==> src/sv/radix_digit_converter_defines.svh <==
// ---------------------------------------------------------------------------
// Assertion macros for the radix digit converter
// Shared property forms used by the converter's checks.
// ---------------------------------------------------------------------------
`ifndef RADIX_DIGIT_CONVERTER_DEFINES_SVH
`define RADIX_DIGIT_CONVERTER_DEFINES_SVH

// The consequent must hold in the same cycle as the antecedent.
`define RDC_ASSERT_SAME(label, ante, cons, msg) \
    label: assert property (@(posedge clk) disable iff (!rst_n) (ante) |-> (cons)) \
        else $error(msg);

// The consequent must hold in the cycle after the antecedent.
`define RDC_ASSERT_NEXT(label, ante, cons, msg) \
    label: assert property (@(posedge clk) disable iff (!rst_n) (ante) |=> (cons)) \
        else $error(msg);

`endif

==> src/sv/rdc_pkg.sv <==
// ---------------------------------------------------------------------------
// Radix digit converter package
// Widths, limits, state encoding and the divider interface types.
// ---------------------------------------------------------------------------
`timescale 1ns / 1ps

package rdc_pkg;

    // Widths of the value and of one digit.
    localparam int VALUE_WIDTH = 31;
    localparam int RADIX_WIDTH = 6;

    // Depth of the digit stack and the widths that follow from it.
    localparam int DIGIT_DEPTH = 32;
    localparam int DEPTH_WIDTH = $clog2(DIGIT_DEPTH + 1);
    localparam int ADDR_WIDTH  = $clog2(DIGIT_DEPTH);

    // Bit counter of the serial divider.
    localparam int CNT_WIDTH = $clog2(VALUE_WIDTH);

    // Radix limits and reset value.
    localparam logic [RADIX_WIDTH-1:0] RADIX_MIN   = RADIX_WIDTH'(2);
    localparam logic [RADIX_WIDTH-1:0] RADIX_MAX   = RADIX_WIDTH'(36);
    localparam logic [RADIX_WIDTH-1:0] RADIX_RESET = RADIX_WIDTH'(10);

    // Converter sequencer states.
    typedef enum logic [1:0] {
        ST_IDLE,
        ST_DIV,
        ST_POP,
        ST_OUT
    } state_t;

    // Request to the serial divider.
    typedef struct packed {
        logic                   start;
        logic [VALUE_WIDTH-1:0] dividend;
        logic [RADIX_WIDTH-1:0] divisor;
    } div_req_t;

    // Result from the serial divider.
    typedef struct packed {
        logic                   done;
        logic [VALUE_WIDTH-1:0] quotient;
        logic [RADIX_WIDTH-1:0] remainder;
    } div_res_t;

endpackage

==> src/sv/rdc_divider.sv <==
// ---------------------------------------------------------------------------
// Radix digit converter serial divider
// Restoring division of the value by the radix, one quotient bit per cycle.
// ---------------------------------------------------------------------------
`timescale 1ns / 1ps

module rdc_divider
(
    input  logic               clk,
    input  logic               rst_n,
    input  rdc_pkg::div_req_t  req,
    output rdc_pkg::div_res_t  res
);

    logic                                running_reg;
    logic                                done_reg;
    logic [rdc_pkg::CNT_WIDTH-1:0]       cnt_reg;
    logic [rdc_pkg::VALUE_WIDTH-1:0]     q_reg;
    logic [rdc_pkg::VALUE_WIDTH-1:0]     q_next;
    logic [rdc_pkg::RADIX_WIDTH-1:0]     rem_reg;
    logic [rdc_pkg::RADIX_WIDTH-1:0]     rem_next;
    logic [rdc_pkg::RADIX_WIDTH-1:0]     divisor_reg;
    logic [rdc_pkg::RADIX_WIDTH:0]       trial;
    logic                                ge;

    // One restoring step: bring down the next dividend bit and try a subtract.
    always_comb
    begin
        trial = {rem_reg, q_reg[rdc_pkg::VALUE_WIDTH-1]};
        ge    = (trial >= {1'b0, divisor_reg});
        if (ge)
        begin
            rem_next = rdc_pkg::RADIX_WIDTH'(trial - {1'b0, divisor_reg});
        end
        else
        begin
            rem_next = trial[rdc_pkg::RADIX_WIDTH-1:0];
        end
        q_next = {q_reg[rdc_pkg::VALUE_WIDTH-2:0], ge};
    end

    // Control: count through the dividend bits, then flag completion.
    always_ff @(posedge clk or negedge rst_n)
    begin
        if (!rst_n)
        begin
            running_reg <= 1'b0;
            done_reg    <= 1'b0;
            cnt_reg     <= '0;
        end
        else
        begin
            done_reg <= 1'b0;
            if (req.start && !running_reg)
            begin
                running_reg <= 1'b1;
                cnt_reg     <= '0;
            end
            else if (running_reg)
            begin
                if (cnt_reg == rdc_pkg::CNT_WIDTH'(rdc_pkg::VALUE_WIDTH - 1))
                begin
                    running_reg <= 1'b0;
                    done_reg    <= 1'b1;
                end
                else
                begin
                    cnt_reg <= cnt_reg + 1'b1;
                end
            end
        end
    end

    // Datapath: the quotient shifts in where the dividend shifts out.
    always_ff @(posedge clk)
    begin
        if (req.start && !running_reg)
        begin
            q_reg       <= req.dividend;
            rem_reg     <= '0;
            divisor_reg <= req.divisor;
        end
        else if (running_reg)
        begin
            q_reg   <= q_next;
            rem_reg <= rem_next;
        end
    end

    assign res.done      = done_reg;
    assign res.quotient  = q_reg;
    assign res.remainder = rem_reg;

endmodule

==> src/sv/radix_digit_converter.sv <==
// ---------------------------------------------------------------------------
// Radix digit converter
// Splits a non-negative integer into digits of a configured radix.
// ---------------------------------------------------------------------------
// Each accepted value is divided repeatedly by the radix in a bit-serial
// divider; every remainder is pushed onto a digit stack, and the stack is
// then popped so that the digits leave most significant first, with last set
// on the final one. Each digit is read from the stack in the pop state and
// held in the output state until the output takes it. A value of zero gives
// no digits. One value is converted at a time; a radix written outside 2..36
// is held at the nearer limit, and the reset radix is 10.
// ---------------------------------------------------------------------------
`timescale 1ns / 1ps
`include "radix_digit_converter_defines.svh"

module radix_digit_converter
(
    input  logic                            clk,
    input  logic                            rst_n,
    // Configuration channel
    input  logic                            cfg_valid,
    output logic                            cfg_ready,
    input  logic [rdc_pkg::RADIX_WIDTH-1:0] cfg_data,
    // Input channel
    input  logic                            in_valid,
    output logic                            in_stall,
    input  logic [rdc_pkg::VALUE_WIDTH-1:0] value,
    // Output channel
    output logic                            out_valid,
    input  logic                            out_stall,
    output logic [rdc_pkg::RADIX_WIDTH-1:0] digit,
    output logic                            last
);

    rdc_pkg::state_t                     state_reg;
    rdc_pkg::state_t                     state_next;
    logic [rdc_pkg::DEPTH_WIDTH-1:0]     depth_reg;
    logic [rdc_pkg::DEPTH_WIDTH-1:0]     depth_next;
    logic [rdc_pkg::DEPTH_WIDTH-1:0]     depth_dec;
    logic [rdc_pkg::RADIX_WIDTH-1:0]     radix_reg;
    logic [rdc_pkg::RADIX_WIDTH-1:0]     mem [rdc_pkg::DIGIT_DEPTH];
    logic [rdc_pkg::RADIX_WIDTH-1:0]     rd_data_reg;
    logic                                wr_en;
    logic                                rd_en;
    logic                                in_accept;
    logic                                out_accept;
    rdc_pkg::div_req_t                   div_req;
    rdc_pkg::div_res_t                   div_res;

    // Bit-serial divider shared by every division of a transaction.
    rdc_divider u_divider
    (
        .clk   (clk),
        .rst_n (rst_n),
        .req   (div_req),
        .res   (div_res)
    );

    // Radix register, clamped to the legal range when written.
    always_ff @(posedge clk or negedge rst_n)
    begin
        if (!rst_n)
        begin
            radix_reg <= rdc_pkg::RADIX_RESET;
        end
        else if (cfg_valid && cfg_ready)
        begin
            if (cfg_data < rdc_pkg::RADIX_MIN)
            begin
                radix_reg <= rdc_pkg::RADIX_MIN;
            end
            else if (cfg_data > rdc_pkg::RADIX_MAX)
            begin
                radix_reg <= rdc_pkg::RADIX_MAX;
            end
            else
            begin
                radix_reg <= cfg_data;
            end
        end
    end

    // Handshake decode.
    assign in_stall   = (state_reg != rdc_pkg::ST_IDLE);
    assign cfg_ready  = (state_reg == rdc_pkg::ST_IDLE);
    assign out_valid  = (state_reg == rdc_pkg::ST_OUT);
    assign in_accept  = in_valid && !in_stall;
    assign out_accept = out_valid && !out_stall;
    assign depth_dec  = depth_reg - 1'b1;

    // Sequencer: divide and push, then pop one digit at a time.
    always_comb
    begin
        state_next       = state_reg;
        depth_next       = depth_reg;
        wr_en            = 1'b0;
        rd_en            = 1'b0;
        div_req.start    = 1'b0;
        div_req.dividend = value;
        div_req.divisor  = radix_reg;
        case (state_reg)
            rdc_pkg::ST_IDLE:
            begin
                if (in_accept && (value != '0))
                begin
                    div_req.start = 1'b1;
                    state_next    = rdc_pkg::ST_DIV;
                end
            end
            rdc_pkg::ST_DIV:
            begin
                div_req.dividend = div_res.quotient;
                if (div_res.done)
                begin
                    // Digits beyond the stack depth are dropped from the top.
                    if (depth_reg < rdc_pkg::DEPTH_WIDTH'(rdc_pkg::DIGIT_DEPTH))
                    begin
                        wr_en      = 1'b1;
                        depth_next = depth_reg + 1'b1;
                    end
                    if (div_res.quotient == '0)
                    begin
                        state_next = rdc_pkg::ST_POP;
                    end
                    else
                    begin
                        div_req.start = 1'b1;
                    end
                end
            end
            rdc_pkg::ST_POP:
            begin
                rd_en      = 1'b1;
                depth_next = depth_dec;
                state_next = rdc_pkg::ST_OUT;
            end
            rdc_pkg::ST_OUT:
            begin
                if (out_accept)
                begin
                    if (depth_reg == '0)
                    begin
                        state_next = rdc_pkg::ST_IDLE;
                    end
                    else
                    begin
                        state_next = rdc_pkg::ST_POP;
                    end
                end
            end
            default:
            begin
                state_next = rdc_pkg::ST_IDLE;
            end
        endcase
    end

    // Control registers.
    always_ff @(posedge clk or negedge rst_n)
    begin
        if (!rst_n)
        begin
            state_reg <= rdc_pkg::ST_IDLE;
            depth_reg <= '0;
        end
        else
        begin
            state_reg <= state_next;
            depth_reg <= depth_next;
        end
    end

    // Digit stack: one write port at the top, one registered read port.
    always_ff @(posedge clk)
    begin
        if (wr_en)
        begin
            mem[depth_reg[rdc_pkg::ADDR_WIDTH-1:0]] <= div_res.remainder;
        end
    end

    always_ff @(posedge clk)
    begin
        if (rd_en)
        begin
            rd_data_reg <= mem[depth_dec[rdc_pkg::ADDR_WIDTH-1:0]];
        end
    end

    assign digit = rd_data_reg;
    assign last  = (depth_reg == '0);

    // Checks on the sequencer and the digit path.
    `RDC_ASSERT_SAME(a_digit_below_radix, out_valid, digit < radix_reg,
        "digit not below the radix")
    `RDC_ASSERT_NEXT(a_nonzero_starts_division, in_accept && (value != '0),
        state_reg == rdc_pkg::ST_DIV, "nonzero value did not start a division")
    `RDC_ASSERT_SAME(a_pop_has_digit, state_reg == rdc_pkg::ST_POP, depth_reg != '0,
        "pop from an empty digit stack")
    `RDC_ASSERT_SAME(a_done_only_in_div, div_res.done, state_reg == rdc_pkg::ST_DIV,
        "divider finished outside a conversion")

endmodule
==> config.mk <==
export PLATFORM = sky130hd
export DESIGN_NAME = radix_digit_converter
export DESIGN_NICKNAME = d
export VERILOG_FILES = /design/src/sv/rdc_pkg.sv /design/src/sv/rdc_divider.sv /design/src/sv/radix_digit_converter.sv
export VERILOG_INCLUDE_DIRS = /design/src /design/src/sv
export SDC_FILE = /design/constraint.sdc
export NUM_CORES = 1
export LEC_CHECK = 0
export BUFFER_PORTS_ARGS = -buffer_cell sky130_fd_sc_hd__buf_4
export CAP_MARGIN = 15
export CORE_UTILIZATION = 30
export DETAILED_ROUTE_END_ITERATION = 16
export GPL_ROUTABILITY_DRIVEN = 0
export MAX_ROUTING_LAYER = met4
export PLACE_DENSITY = 0.51
export SLEW_MARGIN = 5
export SYNTH_ARGS = -nofsm -noshare
export SYNTH_HDL_FRONTEND = slang
export SYNTH_SLANG_ARGS = --single-unit
==> constraint.sdc <==
create_clock -name clk -period 8.4 [get_ports clk]
set_input_delay 0.42 -clock clk [delete_from_list [all_inputs] [get_ports clk]]
set_output_delay 0.42 -clock clk [all_outputs]
set_load 0.02 [all_outputs]
-- Yosys cells after proc, flatten, opt, wreduce, memory -nomap -nowiden
Memory sizes are Yosys's and may differ from the RTL's. A register that Yosys moved wholly into a read port is not among the register bits.
Index checks and enable logic that the tools add are counted.
- add/subtract/negate cells: 4
- order comparisons: 4
- equal/unequal tests: 11
- muxes and demuxes: 34
- reductions and logical operators: 19
- operators with widths (cell ; number):
    31-bit two-way mux ; 3
    31-bit logical NOT ; 1
    31-bit nonzero test ; 1
    6-bit two-way mux ; 5
    1-bit two-way mux ; 15
    5-bit two-way mux ; 3
    6-bit case mux with 2 select lines ; 1
    2-bit two-way mux ; 5
    2-bit inequality test, second input constant ; 4
    2-bit case mux with 4 select lines ; 1
    7-bit by 6-bit >= comparator with 1-bit output ; 1
    6-bit by 1-bit adder with 6-bit output, second input constant ; 1
    6-bit > comparator, second input constant ; 1
    6-bit logical NOT ; 1
    6-bit by 2-bit < comparator with 1-bit output, second input constant ; 1
    6-bit < comparator, second input constant ; 1
    2-bit by 1-bit inequality test with 1-bit output, second input constant ; 3
    2-bit nonzero test ; 3
    6-bit by 1-bit subtractor with 6-bit output, second input constant ; 1
    6-bit subtractor ; 1
    5-bit by 1-bit adder with 5-bit output, second input constant ; 1
    5-bit equality test, second input constant ; 1
    1-bit logical AND ; 5
    2-bit equality test, second input constant ; 2
    7 further kinds ; 10
- register bits after elaboration: 64
- memory bits (writable): 192
- bits of input ports: 42
- memories kept: 1
- memory list (name ; words ; width ; read ports ; clocked after Yosys merged registers in ; write ports ; RTL line ; source):
    mem ; 32 ; 6 ; 1 ; 1 ; 1 ; radix_digit_converter.sv:41 ; logic [rdc_pkg::RADIX_WIDTH-1:0] mem [rdc_pkg::DIGIT_DEPTH];

-- Depth between registers and ports, before layout
- word-level depth: 9
- depth in mapped cells: 10

-- By module
From an unflattened synthesis, not the netlist that was laid out.
- cells, all modules: 747
- area total of the unflattened synthesis: 11511.0 um2
- modules (own cells, without submodules) (module ; times used ; cells an instance ; area each (um2)):
    radix_digit_converter ; 1 ; 570 ; 9115.0
    rdc_divider ; 1 ; 177 ; 2396.0

-- Worst setup path after synthesis
No wires, ideal clock.
- path type: reg-to-reg
- start: register depth_reg[0] (netlist name)
- end: register rd_data_reg (netlist bit digit[0]) (read register of mem) (data pin)
- setup time: 0.259 ns
- arrival time: 2.535 ns
- path slack: 5.606 ns
- cell stages (with the launch flop): 11
- path buffers: 4
- path through: dfrtp_1 buf_4 buf_2 inv_1 ha_1 clkbuf_1 clkbuf_1 mux4_2 mux2i_1 o22ai_1 a211o_1
- word-level cells in the longest chain between the ends: 1
- ends and longest elaborated chain (element ; RTL line ; source):
    start, declared ; radix_digit_converter.sv:37 ; logic [rdc_pkg::DEPTH_WIDTH-1:0] depth_reg;
    start signal, assigned ; radix_digit_converter.sv:169 ; depth_reg <= depth_next;
    6-bit by 1-bit subtractor with 6-bit output ; radix_digit_converter.sv:89 ; assign depth_dec = depth_reg - 1'b1;
    end, declared ; radix_digit_converter.sv:42 ; logic [rdc_pkg::RADIX_WIDTH-1:0] rd_data_reg;
No other way between the ends.
A chain may end at the register's enable or synchronous reset.

-- Worst setup path in the final report
- start: register depth_reg[1] (netlist name)
- end: register rd_data_reg (netlist bit digit[2]) (read register of mem) (data pin)
The elaborated chain is that of the path after synthesis.

==> summary.txt <==
FLOORPLANNING
----------------------------------------------------------------------------------
Site row count                                                                  70
Die width                                                                 195.9 um
Die H                                                                     195.9 um
Standard cell core area                                                36790 sq um
Area enclosed by the die boundary                                      38370 sq um
Boundary pin count                                                              52
Starting density of the core                                                30.65%

LAYOUT
----------------------------------------------------------------------------------
Area delta synth->final                                                     16.93%
Total area of multi-input combinational cells                           3339 sq um
Most common cell after layout, fill and taps aside                    sky130_fd_sc_hd__edfxtp_1
Most frequent cells in the layout                                     235 x sky130_fd_sc_hd__edfxtp_1, 64 x sky130_fd_sc_hd__buf_4, 58 x sky130_fd_sc_hd__nand2_1
Register Area                                                           7709 sq um
Final-stage net count                                                          792
Inserted Diodes                                                                  0
Count of fill cells added during filler insertion                             3466
Proportion of layout cells with a drive suffix above 1                      26.78%
Flip-flop count of the largest register, all copies and words added            192

SYNTH
----------------------------------------------------------------------------------
Fraction of the yosys area taken by sequential cells                        68.33%
Largest family of logic cells by synthesized area                     multiplexers
Synthesized-area fraction occupied by adder cells                           1.709%
Unique cell type count in the Yosys netlist                                     61
Most area-hungry cell type in the Yosys netlist                       sky130_fd_sc_hd__edfxtp_1
Post-synthesis share of cell area spent on xor and xnor gates              0.7767%
Fraction of post-synthesis cell area in the top cell type by area           62.58%
Area contributors post-synth                                          sky130_fd_sc_hd__edfxtp_1 63%, sky130_fd_sc_hd__mux4_2 9.6%, sky130_fd_sc_hd__dfrtp_1 4.2%, sky130_fd_sc_hd__mux2_4 3.6%, sky130_fd_sc_hd__nand2_1 1.9%
Async set-or-reset flop fraction in the synthesized netlist                 8.015%
Share of synthesized area spent on multiplexers                             15.55%
Simple-Gate Fraction of Synth Area                                          6.747%
Share of the synthesized area in compound gates (AO/OA/AOI/OAI)             4.749%
Post-synth EDFFs                                                               235
Average cell area after synthesis                                      16.80 sq um
Primary FF master, synth                                              sky130_fd_sc_hd__edfxtp_1
Count of synthesis-stage warnings from yosys                                     0
Flip-flop and latch count after synthesis                                      262
Post-synthesis cell area                                               11280 sq um
Cells after Synth                                                              671
Synth Net Count                                                                727

CTS
----------------------------------------------------------------------------------
Register clock-pin slew on the reported worst setup and hold paths         0.06 ns
CTS-repair resized insts                                                         0
H-Tree Depth                                                                     1
Worst-Skew Late Latency                                                    0.55 ns
Number of buffers on the longest clock path                                      3
Setup Fix Bufs, Post-CTS                                                         0
Total number of clock tree sinks                                               262
Number of buffers inserted during clock tree synthesis                          28
Root buffer cell                                                      sky130_fd_sc_hd__clkbuf_16
Post-CTS Hold Buffers                                                            1
Clock tree from TritonCTS                                                    built

GRT
----------------------------------------------------------------------------------
Antenna violations before repair                                                 0
First-pass GRT wire length                                                37.84 mm
Overall routing resource usage                                              13.31%
Via count of the first global-routing pass                                    6222
Largest net degree at the start of global routing                               55
Total congestion overflow after global routing                                   0

MIN PATH
----------------------------------------------------------------------------------
Hold Crit Class                                                       input port to flop
Worst Hold End                                                        radix_reg[0]$_DFFE_PN0P_
Hold Path Origin                                                       cfg_data[0]
Worst hold path depth                                                            3

CRITICAL PATH
----------------------------------------------------------------------------------
Category of the critical setup timing path                            flop to flop
Endpoint type of the worst setup path                                         flop
R2R cell count                                                                   7
Required time at the worst-slack endpoint                                  8.70 ns
Worst setup slack for register-to-register paths                           5.28 ns
Critical R2R Launch                                                   depth_reg[1]$_DFFE_PN0P_
Capture instance of the worst register-to-register path               digit[2]$_DFFE_PP_
Worst Path Arrival                                                         3.42 ns
Maximum net fanout on the critical path                                         31
Nature of the critical path startpoint                                        flop

TIMING
----------------------------------------------------------------------------------
Transition time at the pin with the least slew margin                     1.051 ns
Count of final setup violators                                                   0
Post-route setup TNS                                                          0 ns
Unrepaired setup endpoints after global routing                              false
Total count of max-transition violations in the final report                     0
Setup Skew                                                              0.02270 ns
Remaining max-slew budget at the tightest pin                               29.94%
Maximum clock frequency                                                  320.6 MHz
Min cycle time layout                                                     3.119 ns
Final count of hold timing violations                                            0
Crit share post-route                                                       37.13%
Final worst-path setup slack                                              5.281 ns

DRT
----------------------------------------------------------------------------------
DR vias/cell                                                                 4.829
Number of DRC violations after detailed-routing iteration 0                    350
Total Routed Length                                                       24.11 mm
Post-detailed-route DRC marker count                                             0
Number of nets still failing antenna checks after routing                        0
First-pass DRT Iterations                                                        4
Vias post-DR                                                                  5920
Post-DR wirelength/cell                                                   19.67 um

POWER AND IR DROP
----------------------------------------------------------------------------------
Power Dens Cells                                                      380.5 nW/um^2
Worst supply voltage drop on vdd                                          184.4 uV
Reported leakage power                                                    4.549 nW

PLACEMENT
----------------------------------------------------------------------------------
Count of input and output buffers                                               51
Place WS                                                                  5.246 ns
HPWL after detailed placement                                             15.25 mm

OUTCOME
----------------------------------------------------------------------------------
Outcome                                                                  completed

RUN
----------------------------------------------------------------------------------
Max-capacitance violation count                                                  0

final cells by class:
class | count | area share, %
well taps | 468 | 4.441
flip-flops and latches | 262 | 58.46
clock inverters | 17 | 1.869
repair buffers | 65 | 3.720
multi-input cells | 361 | 25.33
inverters | 18 | 0.5124
clock buffers | 35 | 5.665
worst max-delay path, cell delays in order (launching register included):
cell,delay (ns)
sky130_fd_sc_hd__dfrtp_1,0.42
sky130_fd_sc_hd__inv_1,0.15
sky130_fd_sc_hd__ha_2,0.77
sky130_fd_sc_hd__buf_4,0.52
sky130_fd_sc_hd__mux4_2,0.39
sky130_fd_sc_hd__mux2i_1,0.15
sky130_fd_sc_hd__o22ai_1,0.16
sky130_fd_sc_hd__a211o_1,0.31
power breakdown:
part | total [mW] | internal [mW] | switching, mW | leakage (nW)
combinational | 1.76 | 0.773 | 0.989 | 1.60
clock | 1.32 | 0.814 | 0.504 | 0.488
sequential | 1.94 | 1.79 | 0.148 | 2.46
synth_stat cells (all sizes together) (2+ instances only):
cell	n
nor2b	2
o21a	2
dfxtp	6
xor2	4
dfstp	2
nor2	46
o211ai	3
buf	19
or3	3
inv	17
o31ai	3
clkbuf	11
ha	13
mux2i	21
nor3b	2
nor3	7
a21oi	15
edfxtp	235
o22ai	16
mux2	32
o21ai	9
a21o	3
a211o	7
nand3b	2
nand2	58
mux4	48
a31oi	4
nor4	16
dfrtp	19
a221oi	2
or3b	2
nand4	6
nand2b	8
xnor2	6
nand3	5
per-stage QoR:
stage	total power, mW	instances	hold slack, ns	area (sq um)	utilization (%)
6_report	5.017	1226	0.1354	13190	35.84
3_5_place_dp	3.758	1173	0.3281	12180	33.12
5_1_grt	5.298	1226	0.1274	13190	35.84
2_1_floorplan	3.220	671	0.1244	11280	-
3_3_place_gp	3.733	1173	0.3285	12180	33.12
4_1_cts	5.090	1226	0.1148	13190	35.84
layer usage:
layer  global-route usage (%)  wire length [um]
met1                    18.59             11430
met2                    20.42             11120
met3                    2.029              1112
met4                    3.125               442
met5                        -                 0
cell families after synthesis:
group           Yosys count
buf+inv                  48
compound gates           73
simple gates            162
flops                   262
fa+ha+maj                15
xor+xnor                 10
mux                     101
how the worst max path moves through the flow:
stage               depth (start not counted)                 end                startpoint  slack (ns)
floorplan                                  10  digit[0]$_DFFE_PP_  depth_reg[0]$_DFFE_PN0P_        5.61
global placement                            7  digit[3]$_DFFE_PP_  depth_reg[1]$_DFFE_PN0P_        5.34
detailed placement                          7  digit[2]$_DFFE_PP_  depth_reg[1]$_DFFE_PN0P_        5.25
CTS                                         7  digit[3]$_DFFE_PP_  depth_reg[1]$_DFFE_PN0P_        5.24
global route                                7  digit[1]$_DFFE_PP_  depth_reg[1]$_DFFE_PN0P_        5.09
finish                                      7  digit[2]$_DFFE_PP_  depth_reg[1]$_DFFE_PN0P_        5.28
Power figures use the tool's default switching activity.
